[config.mk]
export PLATFORM = sky130hd
export DESIGN_NAME = countdown_timer_slot_pool
export DESIGN_NICKNAME = d
export VERILOG_FILES = /design/src/hdl/ctsp_pkg.sv /design/src/hdl/countdown_timer_slot_pool.sv /design/src/hdl/ctsp_fifo.sv /design/src/hdl/ctsp_front.sv /design/src/hdl/ctsp_back.sv
export VERILOG_INCLUDE_DIRS = /design/src /design/src/hdl
export SDC_FILE = /design/constraint.sdc
export NUM_CORES = 1
export LEC_CHECK = 0
export ABC_AREA = 0
export BUFFER_PORTS_ARGS = -buffer_cell sky130_fd_sc_hd__buf_2
export CAP_MARGIN = 20
export CORE_MARGIN = 10
export CORE_UTILIZATION = 60
export DETAILED_ROUTE_END_ITERATION = 8
export PLACE_DENSITY = 0.78
export SYNTH_ARGS = -nofsm -noshare
export SYNTH_HDL_FRONTEND = slang
export SYNTH_SLANG_ARGS = --single-unit
[constraint.sdc]
create_clock -name clk_i -period 7.7 [get_ports clk_i]
set_input_delay 1.155 -clock clk_i [delete_from_list [all_inputs] [get_ports clk_i]]
set_output_delay 1.155 -clock clk_i [all_outputs]
set_load 0.02 [all_outputs]
[src/hdl/countdown_timer_slot_pool_macros.svh]
// assertion macros for the countdown timer slot pool
// used by the back end; expects clk_i and rst_ni in scope
`ifndef COUNTDOWN_TIMER_SLOT_POOL_MACROS_SVH
`define COUNTDOWN_TIMER_SLOT_POOL_MACROS_SVH

// a implies c in the same cycle
`define CTSP_ASSERT_IMPLIES(label, a, c, msg) \
  label: assert property (@(posedge clk_i) disable iff (!rst_ni) (a) |-> (c)) \
    else $error(msg);

// a implies c in the next cycle
`define CTSP_ASSERT_NEXT(label, a, c, msg) \
  label: assert property (@(posedge clk_i) disable iff (!rst_ni) (a) |=> (c)) \
    else $error(msg);

`endif

[src/hdl/ctsp_pkg.sv]
// shared types and constants of the countdown timer slot pool
// no dependencies
`default_nettype none

package ctsp_pkg;

  localparam int NUM_SLOTS_DEF = 8;
  localparam int CMD_DEPTH     = 2;
  localparam int RES_DEPTH     = 4;

  localparam logic [29:0] CNT_MAX     = 30'h3fffffff;
  localparam logic [29:0] CNT_WRAP_TO = 30'd10000;

  typedef enum logic [1:0] {
    KIND_ALLOC = 2'd0,
    KIND_START = 2'd1,
    KIND_TICK  = 2'd2,
    KIND_POLL  = 2'd3
  } kind_e;

  typedef enum logic [2:0] {
    OP_ALLOC     = 3'd0,
    OP_START     = 3'd1,
    OP_BAD_START = 3'd2,
    OP_TICK      = 3'd3,
    OP_POLL      = 3'd4
  } op_e;

  typedef enum logic [2:0] {
    EV_ALLOC = 3'd0,
    EV_FULL  = 3'd1,
    EV_START = 3'd2,
    EV_FIRE  = 3'd3,
    EV_RUN   = 3'd4,
    EV_DONE  = 3'd5
  } event_e;

  typedef enum logic [1:0] {
    ST_IDLE = 2'd0,
    ST_WALK = 2'd1,
    ST_DONE = 2'd2
  } state_e;

  typedef struct packed {
    op_e         op;
    logic [2:0]  slot;
    logic [31:0] delay;
    logic        fast;
  } cmd_t;

  typedef struct packed {
    event_e      ev;
    logic [2:0]  slot_index;
    logic [29:0] tick_count;
    logic        wrapped;
    logic        last;
  } res_t;

endpackage

`default_nettype wire

[src/hdl/countdown_timer_slot_pool.sv]
// channel   | handshake          | words
// ----------+--------------------+------------------------------------------------
// input     | push / full        | kind_i, slot_i, delay_i, fast_mode_i
// results   | pop / empty        | event_res_o, slot_index_o, tick_count_o,
//           |                    | wrapped_o, last_o
//
// allocate and start pass through the command queue and are done in the idle state of the back end
// tick and poll take a setup step in the idle state, a walk over every slot, and a done step
// the walk over the slot state in the back end sets the rate of ticks and polls
// reset clears all slots and the tick counter; no clearing pass
// a full result queue stalls the back end; a full command queue raises full
// top level: top of the countdown timer slot pool
// depends on ctsp_pkg, ctsp_front, ctsp_fifo, ctsp_back
`default_nettype none

module countdown_timer_slot_pool
  import ctsp_pkg::*;
#(
  parameter int NUM_SLOTS = NUM_SLOTS_DEF
) (
  input  wire logic        clk_i,
  input  wire logic        rst_ni,
  input  wire logic        push,
  output logic             full,
  input  wire logic [1:0]  kind_i,
  input  wire logic [2:0]  slot_i,
  input  wire logic [31:0] delay_i,
  input  wire logic        fast_mode_i,
  output logic             empty,
  input  wire logic        pop,
  output logic [2:0]       event_res_o,
  output logic [2:0]       slot_index_o,
  output logic [29:0]      tick_count_o,
  output logic             wrapped_o,
  output logic             last_o
);

  cmd_t cmd_in, cmd_head;
  logic cmd_push, cmd_full, cmd_empty, cmd_pop;
  res_t res_in, res_head;
  logic res_push, res_full;

  ctsp_front #(
    .NUM_SLOTS(NUM_SLOTS)
  ) u_front (
    .push       (push),
    .full       (full),
    .kind_i     (kind_i),
    .slot_i     (slot_i),
    .delay_i    (delay_i),
    .fast_mode_i(fast_mode_i),
    .cmd_full_i (cmd_full),
    .cmd_push_o (cmd_push),
    .cmd_o      (cmd_in)
  );

  ctsp_fifo #(
    .WIDTH($bits(cmd_t)),
    .DEPTH(CMD_DEPTH)
  ) u_cmd_fifo (
    .clk_i  (clk_i),
    .rst_ni (rst_ni),
    .push_i (cmd_push),
    .data_i (cmd_in),
    .full_o (cmd_full),
    .pop_i  (cmd_pop),
    .data_o (cmd_head),
    .empty_o(cmd_empty)
  );

  ctsp_back #(
    .NUM_SLOTS(NUM_SLOTS)
  ) u_back (
    .clk_i      (clk_i),
    .rst_ni     (rst_ni),
    .cmd_empty_i(cmd_empty),
    .cmd_i      (cmd_head),
    .cmd_pop_o  (cmd_pop),
    .res_full_i (res_full),
    .res_push_o (res_push),
    .res_o      (res_in)
  );

  ctsp_fifo #(
    .WIDTH($bits(res_t)),
    .DEPTH(RES_DEPTH)
  ) u_res_fifo (
    .clk_i  (clk_i),
    .rst_ni (rst_ni),
    .push_i (res_push),
    .data_i (res_in),
    .full_o (res_full),
    .pop_i  (pop),
    .data_o (res_head),
    .empty_o(empty)
  );

  assign event_res_o  = res_head.ev;
  assign slot_index_o = res_head.slot_index;
  assign tick_count_o = res_head.tick_count;
  assign wrapped_o    = res_head.wrapped;
  assign last_o       = res_head.last;

endmodule

`default_nettype wire

[src/hdl/ctsp_fifo.sv]
// small first-in first-out queue of words, power-of-two depth
// no dependencies
`default_nettype none

module ctsp_fifo #(
  parameter int WIDTH = 8,
  parameter int DEPTH = 2
) (
  input  wire logic             clk_i,
  input  wire logic             rst_ni,
  input  wire logic             push_i,
  input  wire logic [WIDTH-1:0] data_i,
  output logic                  full_o,
  input  wire logic             pop_i,
  output logic      [WIDTH-1:0] data_o,
  output logic                  empty_o
);

  localparam int AW = (DEPTH > 1) ? $clog2(DEPTH) : 1;

  logic [WIDTH-1:0] mem_q [DEPTH];
  logic [AW-1:0]    wr_ptr_q, wr_ptr_d, rd_ptr_q, rd_ptr_d;
  logic [AW:0]      count_q, count_d;
  logic             do_push, do_pop;

  assign full_o  = (count_q == (AW + 1)'(DEPTH));
  assign empty_o = (count_q == '0);
  assign do_push = push_i && !full_o;
  assign do_pop  = pop_i && !empty_o;
  assign data_o  = mem_q[rd_ptr_q];

  always_comb begin
    wr_ptr_d = do_push ? wr_ptr_q + AW'(1) : wr_ptr_q;
    rd_ptr_d = do_pop ? rd_ptr_q + AW'(1) : rd_ptr_q;
    count_d  = count_q + (AW + 1)'(do_push) - (AW + 1)'(do_pop);
  end

  always_ff @(posedge clk_i or negedge rst_ni) begin
    if (!rst_ni) begin
      wr_ptr_q <= '0;
      rd_ptr_q <= '0;
      count_q  <= '0;
    end else begin
      wr_ptr_q <= wr_ptr_d;
      rd_ptr_q <= rd_ptr_d;
      count_q  <= count_d;
    end
  end

  always_ff @(posedge clk_i) begin
    if (do_push) begin
      mem_q[wr_ptr_q] <= data_i;
    end
  end

endmodule

`default_nettype wire

[src/hdl/ctsp_front.sv]
// front end: takes input words and classifies them into commands
// depends on ctsp_pkg
`default_nettype none

module ctsp_front
  import ctsp_pkg::*;
#(
  parameter int NUM_SLOTS = NUM_SLOTS_DEF
) (
  input  wire logic        push,
  output logic             full,
  input  wire logic [1:0]  kind_i,
  input  wire logic [2:0]  slot_i,
  input  wire logic [31:0] delay_i,
  input  wire logic        fast_mode_i,
  input  wire logic        cmd_full_i,
  output logic             cmd_push_o,
  output cmd_t             cmd_o
);

  assign full       = cmd_full_i;
  assign cmd_push_o = push && !cmd_full_i;

  always_comb begin
    cmd_o.slot  = slot_i;
    cmd_o.delay = delay_i;
    cmd_o.fast  = fast_mode_i;
    case (kind_e'(kind_i))
      KIND_ALLOC: cmd_o.op = OP_ALLOC;
      KIND_START: cmd_o.op = (int'(slot_i) >= NUM_SLOTS) ? OP_BAD_START : OP_START;
      KIND_TICK:  cmd_o.op = OP_TICK;
      KIND_POLL:  cmd_o.op = OP_POLL;
      default:    cmd_o.op = OP_POLL;
    endcase
  end

endmodule

`default_nettype wire

[src/hdl/ctsp_back.sv]
// back end: slot state, tick counter and the slot walk for ticks and polls
// depends on ctsp_pkg and the assertion macro header
`default_nettype none
`include "countdown_timer_slot_pool_macros.svh"

module ctsp_back
  import ctsp_pkg::*;
#(
  parameter int NUM_SLOTS = NUM_SLOTS_DEF
) (
  input  wire logic clk_i,
  input  wire logic rst_ni,
  input  wire logic cmd_empty_i,
  input  wire cmd_t cmd_i,
  output logic      cmd_pop_o,
  input  wire logic res_full_i,
  output logic      res_push_o,
  output res_t      res_o
);

  localparam int SW = (NUM_SLOTS > 1) ? $clog2(NUM_SLOTS) : 1;

  state_e                 state_q, state_d;
  logic [NUM_SLOTS-1:0]   occupied_q, occupied_d;
  logic [NUM_SLOTS-1:0]   armed_q, armed_d;
  logic [NUM_SLOTS-1:0]   fast_q, fast_d;
  logic [31:0]            remaining_q [NUM_SLOTS];
  logic [29:0]            cnt_q, cnt_d;
  logic                   wrap_q, wrap_d;
  logic [SW-1:0]          idx_q, idx_d;

  logic                   rem_we;
  logic [SW-1:0]          rem_waddr;
  logic [31:0]            rem_wdata;
  logic                   free_found;
  logic [SW-1:0]          free_idx;
  logic [SW+2:0]          slot_ext;
  logic [SW-1:0]          start_idx;
  logic [SW+2:0]          idx_ext;
  logic [SW+2:0]          free_ext;
  logic [31:0]            cur_rem, rem_dec;
  logic                   need_push;
  logic                   walk_cmd_ok;
  logic                   walk_begin;

  // lowest free slot
  always_comb begin
    free_found = 1'b0;
    free_idx   = '0;
    for (int i = NUM_SLOTS - 1; i >= 0; i--) begin
      if (!occupied_q[i]) begin
        free_found = 1'b1;
        free_idx   = SW'(i);
      end
    end
  end

  assign slot_ext  = {{SW{1'b0}}, cmd_i.slot};
  assign start_idx = slot_ext[SW-1:0];
  assign idx_ext   = {3'b000, idx_q};
  assign free_ext  = {3'b000, free_idx};
  assign cur_rem   = remaining_q[idx_q];
  assign rem_dec   = cur_rem - 32'(cur_rem != '0);

  always_comb begin
    state_d    = state_q;
    occupied_d = occupied_q;
    armed_d    = armed_q;
    fast_d     = fast_q;
    cnt_d      = cnt_q;
    wrap_d     = wrap_q;
    idx_d      = idx_q;
    rem_we     = 1'b0;
    rem_waddr  = idx_q;
    rem_wdata  = rem_dec;
    cmd_pop_o  = 1'b0;
    res_push_o = 1'b0;
    need_push  = 1'b0;
    res_o.ev         = EV_DONE;
    res_o.slot_index = 3'd0;
    res_o.tick_count = cnt_q;
    res_o.wrapped    = wrap_q;
    res_o.last       = 1'b0;

    case (state_q)
      ST_IDLE: begin
        if (!cmd_empty_i) begin
          case (cmd_i.op)
            OP_ALLOC: begin
              if (!res_full_i) begin
                res_push_o    = 1'b1;
                cmd_pop_o     = 1'b1;
                res_o.wrapped = 1'b0;
                res_o.last    = 1'b1;
                if (free_found) begin
                  occupied_d[free_idx] = 1'b1;
                  res_o.ev             = EV_ALLOC;
                  res_o.slot_index     = free_ext[2:0];
                end else begin
                  res_o.ev = EV_FULL;
                end
              end
            end
            OP_START: begin
              if (!res_full_i) begin
                res_push_o        = 1'b1;
                cmd_pop_o         = 1'b1;
                fast_d[start_idx]  = cmd_i.fast;
                armed_d[start_idx] = 1'b1;
                rem_we            = 1'b1;
                rem_waddr         = start_idx;
                rem_wdata         = cmd_i.delay;
                res_o.ev          = EV_START;
                res_o.slot_index  = cmd_i.slot;
                res_o.wrapped     = 1'b0;
                res_o.last        = 1'b1;
              end
            end
            OP_BAD_START: begin
              if (!res_full_i) begin
                res_push_o       = 1'b1;
                cmd_pop_o        = 1'b1;
                res_o.slot_index = cmd_i.slot;
                res_o.wrapped    = 1'b0;
                res_o.last       = 1'b1;
              end
            end
            OP_TICK: begin
              wrap_d  = (cnt_q == CNT_MAX);
              cnt_d   = (cnt_q == CNT_MAX) ? CNT_WRAP_TO : cnt_q + 30'd1;
              idx_d   = '0;
              state_d = ST_WALK;
            end
            OP_POLL: begin
              wrap_d  = 1'b0;
              idx_d   = '0;
              state_d = ST_WALK;
            end
            default: begin
              state_d = ST_IDLE;
            end
          endcase
        end
      end
      ST_WALK: begin
        res_o.slot_index = idx_ext[2:0];
        if (cmd_i.op == OP_TICK) begin
          res_o.ev  = EV_FIRE;
          need_push = armed_q[idx_q] && (rem_dec == '0) && fast_q[idx_q];
        end else begin
          res_o.ev  = EV_RUN;
          need_push = armed_q[idx_q] && (cur_rem == '0) && !fast_q[idx_q];
        end
        if (!(need_push && res_full_i)) begin
          res_push_o = need_push;
          if (cmd_i.op == OP_TICK) begin
            rem_we = armed_q[idx_q];
          end else if (need_push) begin
            armed_d[idx_q] = 1'b0;
          end
          if (idx_q == SW'(NUM_SLOTS - 1)) begin
            state_d = ST_DONE;
          end else begin
            idx_d = idx_q + SW'(1);
          end
        end
      end
      ST_DONE: begin
        if (!res_full_i) begin
          res_push_o = 1'b1;
          cmd_pop_o  = 1'b1;
          res_o.last = 1'b1;
          state_d    = ST_IDLE;
        end
      end
      default: begin
        state_d = ST_IDLE;
      end
    endcase
  end

  always_ff @(posedge clk_i or negedge rst_ni) begin
    if (!rst_ni) begin
      state_q    <= ST_IDLE;
      occupied_q <= '0;
      armed_q    <= '0;
      fast_q     <= '0;
      cnt_q      <= '0;
      wrap_q     <= 1'b0;
      idx_q      <= '0;
    end else begin
      state_q    <= state_d;
      occupied_q <= occupied_d;
      armed_q    <= armed_d;
      fast_q     <= fast_d;
      cnt_q      <= cnt_d;
      wrap_q     <= wrap_d;
      idx_q      <= idx_d;
    end
  end

  // counts are read only while armed, so no reset
  always_ff @(posedge clk_i) begin
    if (rem_we) begin
      remaining_q[rem_waddr] <= rem_wdata;
    end
  end

  assign walk_cmd_ok = !cmd_empty_i && (cmd_i.op == OP_TICK || cmd_i.op == OP_POLL);
  assign walk_begin  = (state_q == ST_IDLE) && (state_d == ST_WALK);

  `CTSP_ASSERT_IMPLIES(a_no_push_full, res_push_o, !res_full_i, "result pushed into full queue")
  `CTSP_ASSERT_IMPLIES(a_pop_last, cmd_pop_o, res_push_o && res_o.last, "retired without last word")
  `CTSP_ASSERT_IMPLIES(a_walk_op, state_q == ST_WALK, walk_cmd_ok, "walk without tick or poll")
  `CTSP_ASSERT_NEXT(a_walk_start, walk_begin, idx_q == '0, "walk not started at slot zero")

endmodule

`default_nettype wire
==> results.toml <==
[critical_path]
cp_data_required_time_ns = 8.07
reg2reg_slack_ns = 0.87
cp-end-kind = "flop"
crit_type = "reg -> reg"
cp-start-kind = "flop"
critPathBufInv = 2
path_cells = "buf_12, mux4_2, mux2i_1, nand4_1, nor4_1, nand4_1, ha_1, ha_1, nand4_2, nor2_4, and3_1, xnor2_1, or4_4, nor4_4, a32oi_2, a21boi_1, nor2_4, buf_16"
worstPathMaxFanout = 41
critical_path.slowest_cell = "dfrtp_2"
cp_top_family = "simple AND/OR/NAND/NOR gates"
critPathMaxStageDelay_ns = 1.00
cp.arrival_ns = 7.19

[power]
net-switching-power_mw = 3.57
ir_worst_vdd_mv = 0.281
p_total_mw = 10.5
p_comb_frac = 0.340
powerDensity_nw_per_um2 = 399
power_report.internal_total_mw = 6.88
seq_power_share = 0.418
power_frac_clock = 0.242
power_leakage_nw = 9.17
switching_share = 0.342

[synthesis]
synth_warnings = 0
yosys_register_bits = 557
synth_fp_nets = 1440
synth.area.top_cells = "edfxtp_1 (63%), mux4_2 (9.3%), dfrtp_1 (7.6%)"
synth-edff-count = 486
synthFlopType = "edfxtp_1"
ys_types = 73
async_flop_share = 0.127
avgSynthCellArea_um2 = 16.8
synthCells = 1382
yosysMostFrequentCell = "edfxtp_1"
synth_top_cell_by_area = "edfxtp_1"
ys_seq_area_frac = 0.705
synth_area_um2 = 23200
synth_top_area_share = 0.628
synth_common_cells = "edfxtp_1 (486), nand2_1 (100), mux4_2 (96), nor2_1 (73), dfrtp_1 (71)"

[die]
core_region_area_um2 = 38500
die_h_um = 217
initial_utilization = 0.604
rows = 72
die_area_um2 = 47000
pin_count = 82
die_x_um = 217

[cells_and_area]
post-route-util = 0.681
drive_above_1_share = 0.229
n_fill_cell = 2482
synthToLayoutAreaGrowth_pct = 12.8
fin_cells = 2057
stdcell_area_um2 = 26200
diodes = 0
layout.nets = 1555

[routing]
drtIter0Drc = 1318
wire_per_inst_um = 23.3
dr_total_vias = 12700
route.detailed.drc = 0
antenna_left = 0
vias_per_cell = 6.19
drtPass1Iterations = 5
wl_um = 48000

[global_routing]
gr-total-overflow = 0
antenna_found_initial = 0
grt_pass1_vias = 12900
grt_pass1_wl_um = 74800
grt_max_degree = 72
grt.total_usage = 0.205

[timing]
tightest_slew_ns = 1.01
tns_ns = 0
rsz0062_at_grt = "no"
fmax_mhz = 146
period_needed_ns = 6.83
min_period_over_period = 0.887
slew_headroom = 0.327
timing.hold.ws_ns = 0.478
slew_violations = 0
worst_slack_ns = 0.874
fin_skew_ns = 0.0205
setup_viol = 0
finalHoldViolations = 0

[clock_tree]
hold_buffers = 0
root_buffer = "clkbuf_16"
cts_setup_buffers = 0
cts_buffer_depth = 3
cts_buffers = 53
path_clk_slew_ns = 0.07
clock-sinks = 557
cts_tree = "yes"
cts_resized = 0
htree_levels = 2
clock_latency_ns = 0.62

[status]
status = "finished clean"

[placement]
io_buffers = 81
placed_area_um2 = 24400
dp_cells = 1956
place_congestion = 0.882
hpwl_um = 30300
place_ws_ns = 1.06

[hold_path]
hold_path.class = "reg -> reg"

[flow_run]
drv_cap = 0
-- worst paths after layout --
path                                                    start                                   to  cells after the start
worst min register to register  u_back.armed_q[6]$_DFFE_PN0P_        u_back.armed_q[6]$_DFFE_PN0P_                      1
worst min-delay path            u_back.armed_q[6]$_DFFE_PN0P_        u_back.armed_q[6]$_DFFE_PN0P_                      1
max in group asynchronous                              rst_ni          u_back.idx_q[0]$_DFFE_PN0P_                      1
min in group asynchronous                              rst_ni         u_back.cnt_q[10]$_DFFE_PN0P_                      1
worst max-delay path              u_back.idx_q[1]$_DFFE_PN0P_  u_back.remaining_q[0][12]$_DFFE_PP_                     18
worst max register to register    u_back.idx_q[1]$_DFFE_PN0P_  u_back.remaining_q[0][12]$_DFFE_PP_                     18
-- per-layer routing --
metal | wire, µm | share of wire | vias to the layer above | track usage
li1 | - | - | 5673 | -
met1 | 20100 | 0.42 | 6486 | 0.282
met2 | 23200 | 0.48 | 495 | 0.326
met3 | 3490 | 0.073 | 80 | 0.0419
met4 | 1160 | 0.024 | 0 | 0.0694
met5 | 0 | 0 | - | 0
-- power by group through the flow --
stage	clock network (mW)	logic, mW	registers, mW
floorplan	0	2.59	4.29
global placement	0	3.42	4.41
detailed placement	0	3.51	4.43
CTS	2.57	3.54	4.37
global route	2.69	3.84	4.41
finish	2.53	3.55	4.37
-- flip-flops by register name (all words and copies together) (netlist names), 8 cells and up --
name                flops
u_back.occupied_q       8
u_back.remaining_q    256
u_cmd_fifo.mem_q       78
u_back.fast_q           8
u_back.armed_q          8
u_back.cnt_q           30
u_res_fifo.mem_q      152
-- logic make-up (layout without fill, tap and decap cells) --
| logic type | count (synthesis) | after routing | share of synthesized area |
|---|---|---|---|
| mux | 181 | 181 | 0.132 |
| simple gates | 348 | 348 | 0.0766 |
| compound gates | 150 | 150 | 0.0408 |
| buf+inv | 71 | 228 | 0.0145 |
| xor+xnor | 59 | 59 | 0.0222 |
| flops | 557 | 557 | 0.705 |
| fa+ha+maj | 16 | 16 | 0.00894 |
-- layout make-up --
cell class	instances	area, µm²	share of cell area
clock buffer	68	1400	0.0535
tap	518	648	0.0247
sequential	557	16400	0.625
clock inverter	29	294	0.0112
inverter	18	67.6	0.00258
timing repair buffer	113	806	0.0308
multi-input combinational	754	6600	0.252
-- cells in the final DEF, fill, tap and decap left out, types with 5 or more instances in the layout --
| master | instances |
|---|---|
| mux2i_2 | 9 |
| clkinv_2 | 10 |
| and3_2 | 5 |
| mux2i_1 | 54 |
| and2_1 | 9 |
| nand2b_1 | 9 |
| mux4_2 | 96 |
| clkinv_1 | 8 |
| mux2_2 | 20 |
| nor2_1 | 64 |
| nor3_1 | 28 |
| xnor2_1 | 28 |
| clkbuf_1 | 13 |
| buf_2 | 80 |
| nand2_1 | 100 |
| a211oi_1 | 10 |
| buf_4 | 20 |
| nor2_4 | 11 |
| and3_1 | 13 |
| a31oi_1 | 7 |
| edfxtp_1 | 486 |
| clkbuf_16 | 53 |
| nand4_1 | 24 |
| inv_1 | 17 |
| o31ai_1 | 7 |
| nand3_1 | 33 |
| a21oi_1 | 32 |
| buf_12 | 11 |
| a21o_1 | 14 |
| xor2_1 | 31 |
| o22ai_1 | 6 |
| nor2b_1 | 18 |
| dfrtp_1 | 67 |
| o21ai_0 | 44 |
| ha_1 | 15 |
Note: power is estimated with default switching activity, not from simulation.
